`config.mk`:
```
export PLATFORM = sky130hd
export DESIGN_NAME = gha_ram
export DESIGN_NICKNAME = d
export VERILOG_FILES = /design/src/hw/rtl/gha_ram.sv
export SDC_FILE = /design/constraint.sdc
export NUM_CORES = 1
export LEC_CHECK = 0
export BUFFER_PORTS_ARGS = -buffer_cell sky130_fd_sc_hd__buf_2
export CAP_MARGIN = 25
export CORE_MARGIN = 3
export CORE_UTILIZATION = 23
export CTS_BUF_LIST = sky130_fd_sc_hd__clkbuf_4 sky130_fd_sc_hd__clkbuf_8
export DETAILED_ROUTE_END_ITERATION = 10
export SLEW_MARGIN = 15
export SYNTH_ARGS = -nofsm -noshare
export SYNTH_HDL_FRONTEND = slang
export SYNTH_SLANG_ARGS = --single-unit
export TNS_END_PERCENT = 50
```
`constraint.sdc`:
```
create_clock -name clk_i -period 3.6 [get_ports clk_i]
set_input_delay 0.18 -clock clk_i [delete_from_list [all_inputs] [get_ports clk_i]]
set_output_delay 0.18 -clock clk_i [all_outputs]
set_load 0.05 [all_outputs]
```
`src/hw/rtl/gha_ram.sv`:
```
module gha_ram #(
  parameter int unsigned WIDTH = 8,
  parameter int unsigned DEPTH = 16,
  localparam int unsigned AW   = (DEPTH > 1) ? $clog2(DEPTH) : 1
) (
  input  logic             clk_i,
  input  logic             we_i,
  input  logic [AW-1:0]    waddr_i,
  input  logic [WIDTH-1:0] wdata_i,
  input  logic             re_i,
  input  logic [AW-1:0]    raddr_i,
  output logic [WIDTH-1:0] rdata_o
);

  logic [WIDTH-1:0] mem_q [DEPTH];
  logic [WIDTH-1:0] rdata_q;

  always_ff @(posedge clk_i) begin
    if (we_i) begin
      mem_q[waddr_i] <= wdata_i;
    end
    if (re_i) begin
      rdata_q <= mem_q[raddr_i];
    end
  end

  assign rdata_o = rdata_q;

endmodule

```
Word level (Yosys, flattened, before mapping)
Memories as Yosys holds them, arrays and structs flattened. A register that Yosys moved wholly into a read port is not among the register bits.
Cells that the tools add are included.
{ "word_totals": {"register_bits": 0, "mem_bits_rw": 128, "output_inout_bits": 8, "mem_count": 1} }
{ "mem_list": {"columns": ["name", "depth", "word_bits", "rd", "rd_ports_with_merged_regs", "wr", "line_no", "source"], "rows": [
  ["mem_q", 16, 8, 1, 1, 1, "15", "logic [WIDTH-1:0] mem_q [DEPTH];"]
]} }
{ "op_classes": {"mux": 2} }
{ "ops": {"columns": ["op", "count"], "rows": [
  ["$mux W1", 2]
]} }

Logic depth before layout (Yosys ltp)
Gate-level depths: netlist (run 1).
{ "depth": {"depth_word": 2, "depth_mapped": 5, "depth_no_buf": 3} }

Worst setup path after synthesis (run 1)
Ideal clock, no wire load.
{ "synth_path": {"path_kind": "input-to-reg", "start": "input waddr_i[2]", "end": "memory mem_q[0][0] (enable)", "path_stages": 2, "slack_ns": 1.927, "arrival_ns": 1.290, "path_cell_list": "or3b_2 nor3_1"} }
{ "synth_lines": {"columns": ["item", "line_no", "source"], "rows": [
  ["start: declaration", "8", "input logic [AW-1:0] waddr_i,"],
  ["end: declaration", "15", null]
]} }
Straight into the memory's write port.

==> metrics.log, run 1 <==
INFO  metric synthesis.nets = 248
INFO  metric cts.sinks = about 140
INFO  metric insertion_delay = 0.43 ns
INFO  metric first_global_vias = roughly 2.6k
INFO  metric top_library_cells_by_usage_in_the_layout_fill_and_taps_aside = edfxtp_1, buf_2, mux4_2
INFO  metric most_frequent_standard_cell_in_the_layout_excluding_fill_and_tap_cells = edfxtp_1
INFO  metric dr_total_vias = ~2.4k
INFO  metric timing_hold_violations_final = 0
INFO  metric dpl-instance-area = between 5000 and 6000 um^2
INFO  metric cts_hold_buffers = 0
INFO  metric drive_above_1_share = ~29%
INFO  metric setup_repair_after_global_routing_missed_its_margin = false
INFO  metric detail_route.wirelength = between 10000 and 15000 um
INFO  metric synth_seq_area_share = ~78%
INFO  metric status = completed
INFO  metric routed.top_layer = met5
INFO  metric cts_tree = done
INFO  metric crit-reg2reg-launch = mem_q[9][5]
INFO  metric start_kind = input pin
INFO  metric critPathCapture = rdata_o[5]
INFO  metric ys_types = 18
INFO  metric cts_resized = 0
INFO  metric route.antenna.remaining_nets = 0
INFO  metric fin_tns_setup = 0 ns
INFO  metric detailed_place_hpwl = roughly 6700 um
INFO  metric max_slew.worst_pin.slew = 0.9938 ns
INFO  metric cp-end-kind = register
INFO  metric cts_buffers = 17
INFO  metric buffer_ports.inserted = 26
INFO  metric firstDrtPassIters = 5
INFO  metric grt_antenna_before_repair = 1
INFO  metric final_core_utilization = approximately 27%
INFO  metric worst_hold_path_type = in2reg
INFO  metric power_per_cell_area = about 530 nW/um^2
INFO  metric power = roughly 0.0032 W
INFO  metric filler_cell_count = around 2.1k
INFO  metric floorplan.die.width = approximately 160 um
INFO  metric setup.worst_path.class = in2reg
INFO  metric post-cts-setup-buffers = 0
INFO  metric cp.required = ~3.8 ns
INFO  metric synth-seq-cells = 136
INFO  metric worstReg2RegEnd = rdata_o[5]
INFO  metric detail_route.iter0.violations = between 150 and 200
INFO  metric crit_arrival = 1.98 ns
INFO  metric netlist.area_leader.share = approximately four fifths
INFO  metric die-area = around 25000 um^2
INFO  metric reg2reg_slack = 2.10 ns
INFO  metric route.detailed.vias_per_inst = between 4 and 5
INFO  metric leakagePower = approximately 1.9 nW
INFO  metric wl_met2 = between 4000 and 5000 um
INFO  metric syn_inst = between 200 and 250
INFO  metric synthesis.yosys.warnings = 0
INFO  metric global_route.overflow_total = 0
INFO  metric initial_utilization = between 20% and 30%
INFO  metric final.setup_skew = 0.007685 ns
INFO  metric grt_start_max_net_pins = 33
INFO  metric detail_route.drc_violations = 0
INFO  metric drv.max_cap_violation_count = 0
INFO  metric post_synth_main_area_contributors = edfxtp_1, mux4_2, mux4_1
INFO  metric slew_headroom = 33.50%
INFO  metric chipHeight = approximately 160 um
INFO  metric clk_transition_reported_paths = approximately 0.07 ns
INFO  metric post-synth-top-area-cell = edfxtp_1
INFO  metric core_region_area = roughly 22000 um^2
INFO  metric cts.root.buffer_cell = clkbuf_8
INFO  metric wl_met3 = 575 um
INFO  metric stdcell_area = 6056 um^2
INFO  metric htreeDepth = 4
INFO  metric grt_first_pass_wirelength = around 15000 um
INFO  metric grt.total_usage = under 10%
INFO  metric worst-path-max-fanout = 23
INFO  metric post_synth.cell_area_avg = approximately 23 um^2
INFO  metric min_period_over_period = ~50%
INFO  metric timing_max_transition_violations_final = 0
INFO  metric syn_area = between 5000 and 6000 um^2
INFO  metric setup.worst_path.start = raddr_i[0]
INFO  metric pin_count = 27
INFO  metric max_freq = roughly 550 MHz
INFO  metric area.growth.synth_to_final = 15.84%
INFO  metric routedWlPerCell = 18.24 um
INFO  metric worst_ir_drop_vdd = 0.1717 mV
INFO  metric finalSetupViolations = 0
INFO  metric post_place_cells = 529
INFO  metric timing.reg2reg.worst_path_depth = 3
INFO  metric num-nets-final = 287
INFO  metric post_layout_nonfiller_instances = roughly 560
INFO  metric cts.path.max_buffers = 2
INFO  metric std_cell_rows = between 50 and 60
INFO  metric detailed_route_wire_length_on_metal_1 = 4795 um
INFO  metric antenna_diode_instance_count = 0
INFO  metric gp_routability_congestion = between 0.7 and 0.8
INFO  metric final_period_minus_worst_setup_slack = ~1.8 ns
[report_power, final]
| group | switching, W | leakage (nW) | internal (W) | total, W |
|---|---|---|---|---|
| logic | 0.000115 | 0.495 | 0.0000628 | 0.000178 |
| registers | 0.0000105 | 1.24 | 0.00178 | 0.00179 |
| clock network | 0.000558 | 0.195 | 0.000683 | 0.00124 |
[worst max-delay path, stage by stage]
cell and delay (ns):
buf_2 0.57, buf_4 0.36, mux4_1 0.57, a22oi_1 0.20, nand2_1 0.08
[through the flow]
step	worst slack, ns	hold slack [ns]
after detailed placement	1.288	0.5605
after floorplan	1.927	0.2789
after global routing	1.654	0.1013
final	1.793	0.1248
after global placement	1.322	0.5627
after CTS	1.771	0.08747
[registers in the layout, indices dropped and copies added (netlist names)]
register,flops
rdata_o,8
mem_q,128
[cells in the mapped netlist]
cell,number
and2b_1,1
nor2b_1,1
nor2_1,13
mux4_1,14
nand2_1,9
mux4_2,18
edfxtp_1,136
a22oi_1,16
nand2b_1,2
nand3_1,1
nand3b_1,2
or3b_2,1
and2_1,1
buf_2,3
buf_6,3
clkdlybuf4s25_2,3
nor3_1,4
buf_4,1
[worst min-delay path by stage]
stage	cells past startpoint	slack (ns)	start	to
2_1_floorplan	0	0.28	wdata_i[0]	mem_q[0][0]
3_3_place_gp	1	0.56	re_i	rdata_o[1]
3_5_place_dp	1	0.56	re_i	rdata_o[1]
4_1_cts	1	0.09	re_i	rdata_o[5]
5_1_grt	1	0.10	re_i	rdata_o[4]
6_report	1	0.12	re_i	rdata_o[4]
[layer usage]
layer | track usage, % | up-vias
met5 | 0 | -
met1 | 11.76 | 1234
met4 | 2.876 | 2
li1 | - | 1054
met3 | 3.208 | 13
met2 | 12.90 | 70
[cell type report]
class	count	area [um^2]	share of cell area [%]
Sequential cell	136	4084	67.44
Tap cell	280	350.3	5.785
Timing Repair Buffer	30	160.2	2.645
Clock buffer	18	241.5	3.988
Clock inverter	14	157.7	2.603
Multi-Input combinational cell	83	1062	17.54
[logic make-up after synthesis]
logic type	Yosys count	share of synthesized area [%]
flip-flops	136	78.12
AND/OR/NAND/NOR	35	3.136
multiplexers	32	14.79
AO/OA/AOI/OAI	16	2.298
buffers and inverters	10	1.651
Power figures use the tool's default switching activity.
==> run 2, diff against run 1 <==
Clock period 3.6 ns to 1.8 ns, I/O delays scaled along.
==> run 2 against run 1 <==
Net effect: cell count increased by 3.2%; largest cell class unchanged; design area increased by 3.5%; hold slack got worse by 0.077 ns.
==> metrics.log, run 2 (synthesized netlist as in run 1, its figures left out) <==
INFO  metric detailed_place_hpwl = 7114 um (was 6662 um)
INFO  metric comb_power_share = 5.7% (was 5.5%)
INFO  metric max_freq = a little under 700 MHz
INFO  metric initial_utilization = 23.66% (unchanged)
INFO  metric slew_headroom = 69.40% (was 33.50%)
INFO  metric max_slew.worst_pin.slew = 0.4591 ns (was 0.9938 ns)
INFO  metric power.share.switching = 19.91% (was 21.28%)
INFO  metric post_layout_nonfiller_instances = 579 (was 561)
INFO  metric cts_resized = 0 (unchanged)
INFO  metric cts.root.buffer_cell = clkbuf_8 (unchanged)
INFO  metric grt_first_pass_wirelength = 15600 um (was 15360 um)
INFO  metric route.antenna.remaining_nets = 0 (unchanged)
INFO  metric timing_hold_violations_final = 0 (unchanged)
INFO  metric pwr-share-seq = 53.6% (was 55.8%)
INFO  metric cts.sinks = 136 (unchanged)
INFO  metric setup.worst_path.class = reg2reg (was in2reg)
INFO  metric most_frequent_standard_cell_in_the_layout_excluding_fill_and_tap_cells = edfxtp_1 (unchanged)
INFO  metric detail_route.iter0.violations = 249 (was 170)
INFO  metric crit_arrival = 1.65 ns (was 1.98 ns)
INFO  metric worst_hold_path_type = in2reg (unchanged)
INFO  metric p_int = 0.005358 W (was 0.002528 W)
INFO  metric die-area = 24570 um^2 (unchanged)
INFO  metric switching_power = 0.001332 W (was 0.0006835 W)
INFO  metric cts_hold_buffers = 0 (unchanged)
INFO  metric core_region_area = 22090 um^2 (unchanged)
INFO  metric grt_start_max_net_pins = 17 (was 33)
INFO  metric num-nets-final = 306 (was 287)
INFO  metric finalSetupViolations = 0 (unchanged)
INFO  metric area.growth.synth_to_final = 19.84% (was 15.84%)
INFO  metric power_per_cell_area = 1068 nW/um^2 (was 530.4 nW/um^2)
INFO  metric final_worst_slack = 0.3155 ns (was 1.793 ns)
INFO  metric first_global_vias = 2563 (was 2569)
INFO  metric detail_route.drc_violations = 0 (unchanged)
INFO  metric route.detailed.vias_per_inst = 4.244 (was 4.230)
INFO  metric worst-path-max-fanout = 1 (was 23)
INFO  metric status = completed (unchanged)
INFO  metric share_clk_of_total_power = 40.7% (was 38.6%)
INFO  metric leakagePower = 2.045 nW (was 1.926 nW)
INFO  metric cts_buffers = 17 (unchanged)
INFO  metric min_period_over_period = between 80% and 90%
INFO  metric floorplan.die.width = 156.8 um (unchanged)
INFO  metric filler_cell_count = 2109 (was 2146)
INFO  metric final.setup_skew = 0.007294 ns (was 0.007685 ns)
INFO  metric largest_reg_flops = 128 (unchanged)
INFO  metric global_route.overflow_total = 0 (unchanged)
INFO  metric grt.total_usage = 8.880% (was 8.672%)
INFO  metric htreeDepth = 4 (unchanged)
INFO  metric cts.path.max_buffers = 2 (unchanged)
INFO  metric fin_tns_setup = 0 ns (unchanged)
INFO  metric setup_repair_after_global_routing_missed_its_margin = false (unchanged)
INFO  metric chipHeight = 156.8 um (unchanged)
INFO  metric pre_cts_ws = 0.1320 ns (was 1.288 ns)
INFO  metric final_period_minus_worst_setup_slack = 1.485 ns
INFO  metric dr_total_vias = 2457 (was 2373)
INFO  metric firstDrtPassIters = 5 (unchanged)
INFO  metric drv.max_cap_violation_count = 0 (unchanged)
INFO  metric drive_above_1_share = 32.44% (was 28.83%)
INFO  metric std_cell_rows = 54 (unchanged)
INFO  metric timing_max_transition_violations_final = 0 (unchanged)
INFO  metric top_library_cells_by_usage_in_the_layout_fill_and_taps_aside = edfxtp_1, buf_2, buf_4 (was edfxtp_1, buf_2, mux4_2)
INFO  metric cp-end-kind = register (unchanged)
INFO  metric routedWlPerCell = 18.01 um (was 18.24 um)
INFO  metric pin_count = 27 (unchanged)
INFO  metric insertion_delay = 0.41 ns (was 0.43 ns)
INFO  metric timing.hold.ws = 0.04767 ns (was 0.1248 ns)
INFO  metric worst_ir_drop_vdd = 0.4074 mV (was 0.1717 mV)
INFO  metric start_kind = register (was input pin)
INFO  metric clk_transition_reported_paths = 0.07 ns (about the same)
INFO  metric buffer_ports.inserted = 26 (unchanged)
INFO  metric detail_route.wirelength = 10430 um (was 10230 um)
INFO  metric cts_tree = done (unchanged)
INFO  metric post_place_cells = 548 (was 529)
INFO  metric grt_antenna_before_repair = 2 (was 1)
INFO  metric antenna_diode_instance_count = 0 (unchanged)
INFO  metric cp.required = 1.96 ns (was 3.77 ns)
INFO  metric top_register = mem_q (unchanged)
INFO  metric gp_routability_congestion = 0.7478 (was 0.7145)
INFO  metric post-cts-setup-buffers = 0 (unchanged)
-- run 2: cell count changes in the layout (fill, tap and decap cells not counted) --
cell / delta
nor3_2: -1
nor3_1: +1
clkinvlp_4: +1
clkinv_1: +1
buf_4: +17
bufinv_16: +2
clkinv_2: -5
buf_12: +2
-- run 2: per-layer routing --
metal	routed length [um]	share of wire [%]	vias to the layer above	GRT usage [%]
met2	5044	48	82	13.47
li1	-	-	1096	-
met3	886	8.5	9	4.204
met1	4430	42	1266	11.67
met4	37	0.35	4	1.876
met5	27	0.26	-	0
-- run 2: critical path, stage by stage (launching register included) --
cell and delay [ns]:
edfxtp_1 0.37, mux4_2 0.48, a22oi_1 0.30, nand2_1 0.08
-- run 2: worst paths after layout --
path / startpoint / end / slack [ns] / cells past startpoint
worst min register to register: mem_q[15][7] / rdata_o[7] / 0.75 / 3
worst max-delay path: mem_q[11][0] / rdata_o[0] / 0.32 / 3
worst min-delay path: wdata_i[5] / mem_q[7][5] / 0.05 / 1
worst max register to register: mem_q[11][0] / rdata_o[0] / 0.32 / 3
-- run 2: power by group through the flow --
| stage | clock, W | sequential [W] | combinational (W) |
|---|---|---|---|
| 6_report | 0.00272 | 0.00359 | 0.000379 |
| 5_1_grt | 0.00295 | 0.00359 | 0.000412 |
| 4_1_cts | 0.00278 | 0.00359 | 0.000390 |
| 3_5_place_dp | 0 | 0.00366 | 0.000389 |
| 3_3_place_gp | 0 | 0.00365 | 0.000378 |
| 2_1_floorplan | 0 | 0.00370 | 0.000180 |
-- run 2: cell type report --
class	instances	area, um^2	share of cell area (%)
well taps	280	350.3	5.592
clock inverters	13	203.9	3.255
multi-input cells	83	1057	16.88
clock buffers	18	241.5	3.855
flip-flops and latches	136	4084	65.19
repair buffers	49	327.8	5.233
-- run 2: per-stage QoR --
step / instance area (um^2) / utilization [%] / total power [W]
finish: 6265 / 28.36 / 0.006689
CTS: 6265 / 28.36 / 0.006761
floorplan: 5228 / - / 0.003883
global placement: 5819 / 26.34 / 0.004032
detailed placement: 5819 / 26.34 / 0.004046
global route: 6265 / 28.36 / 0.006949
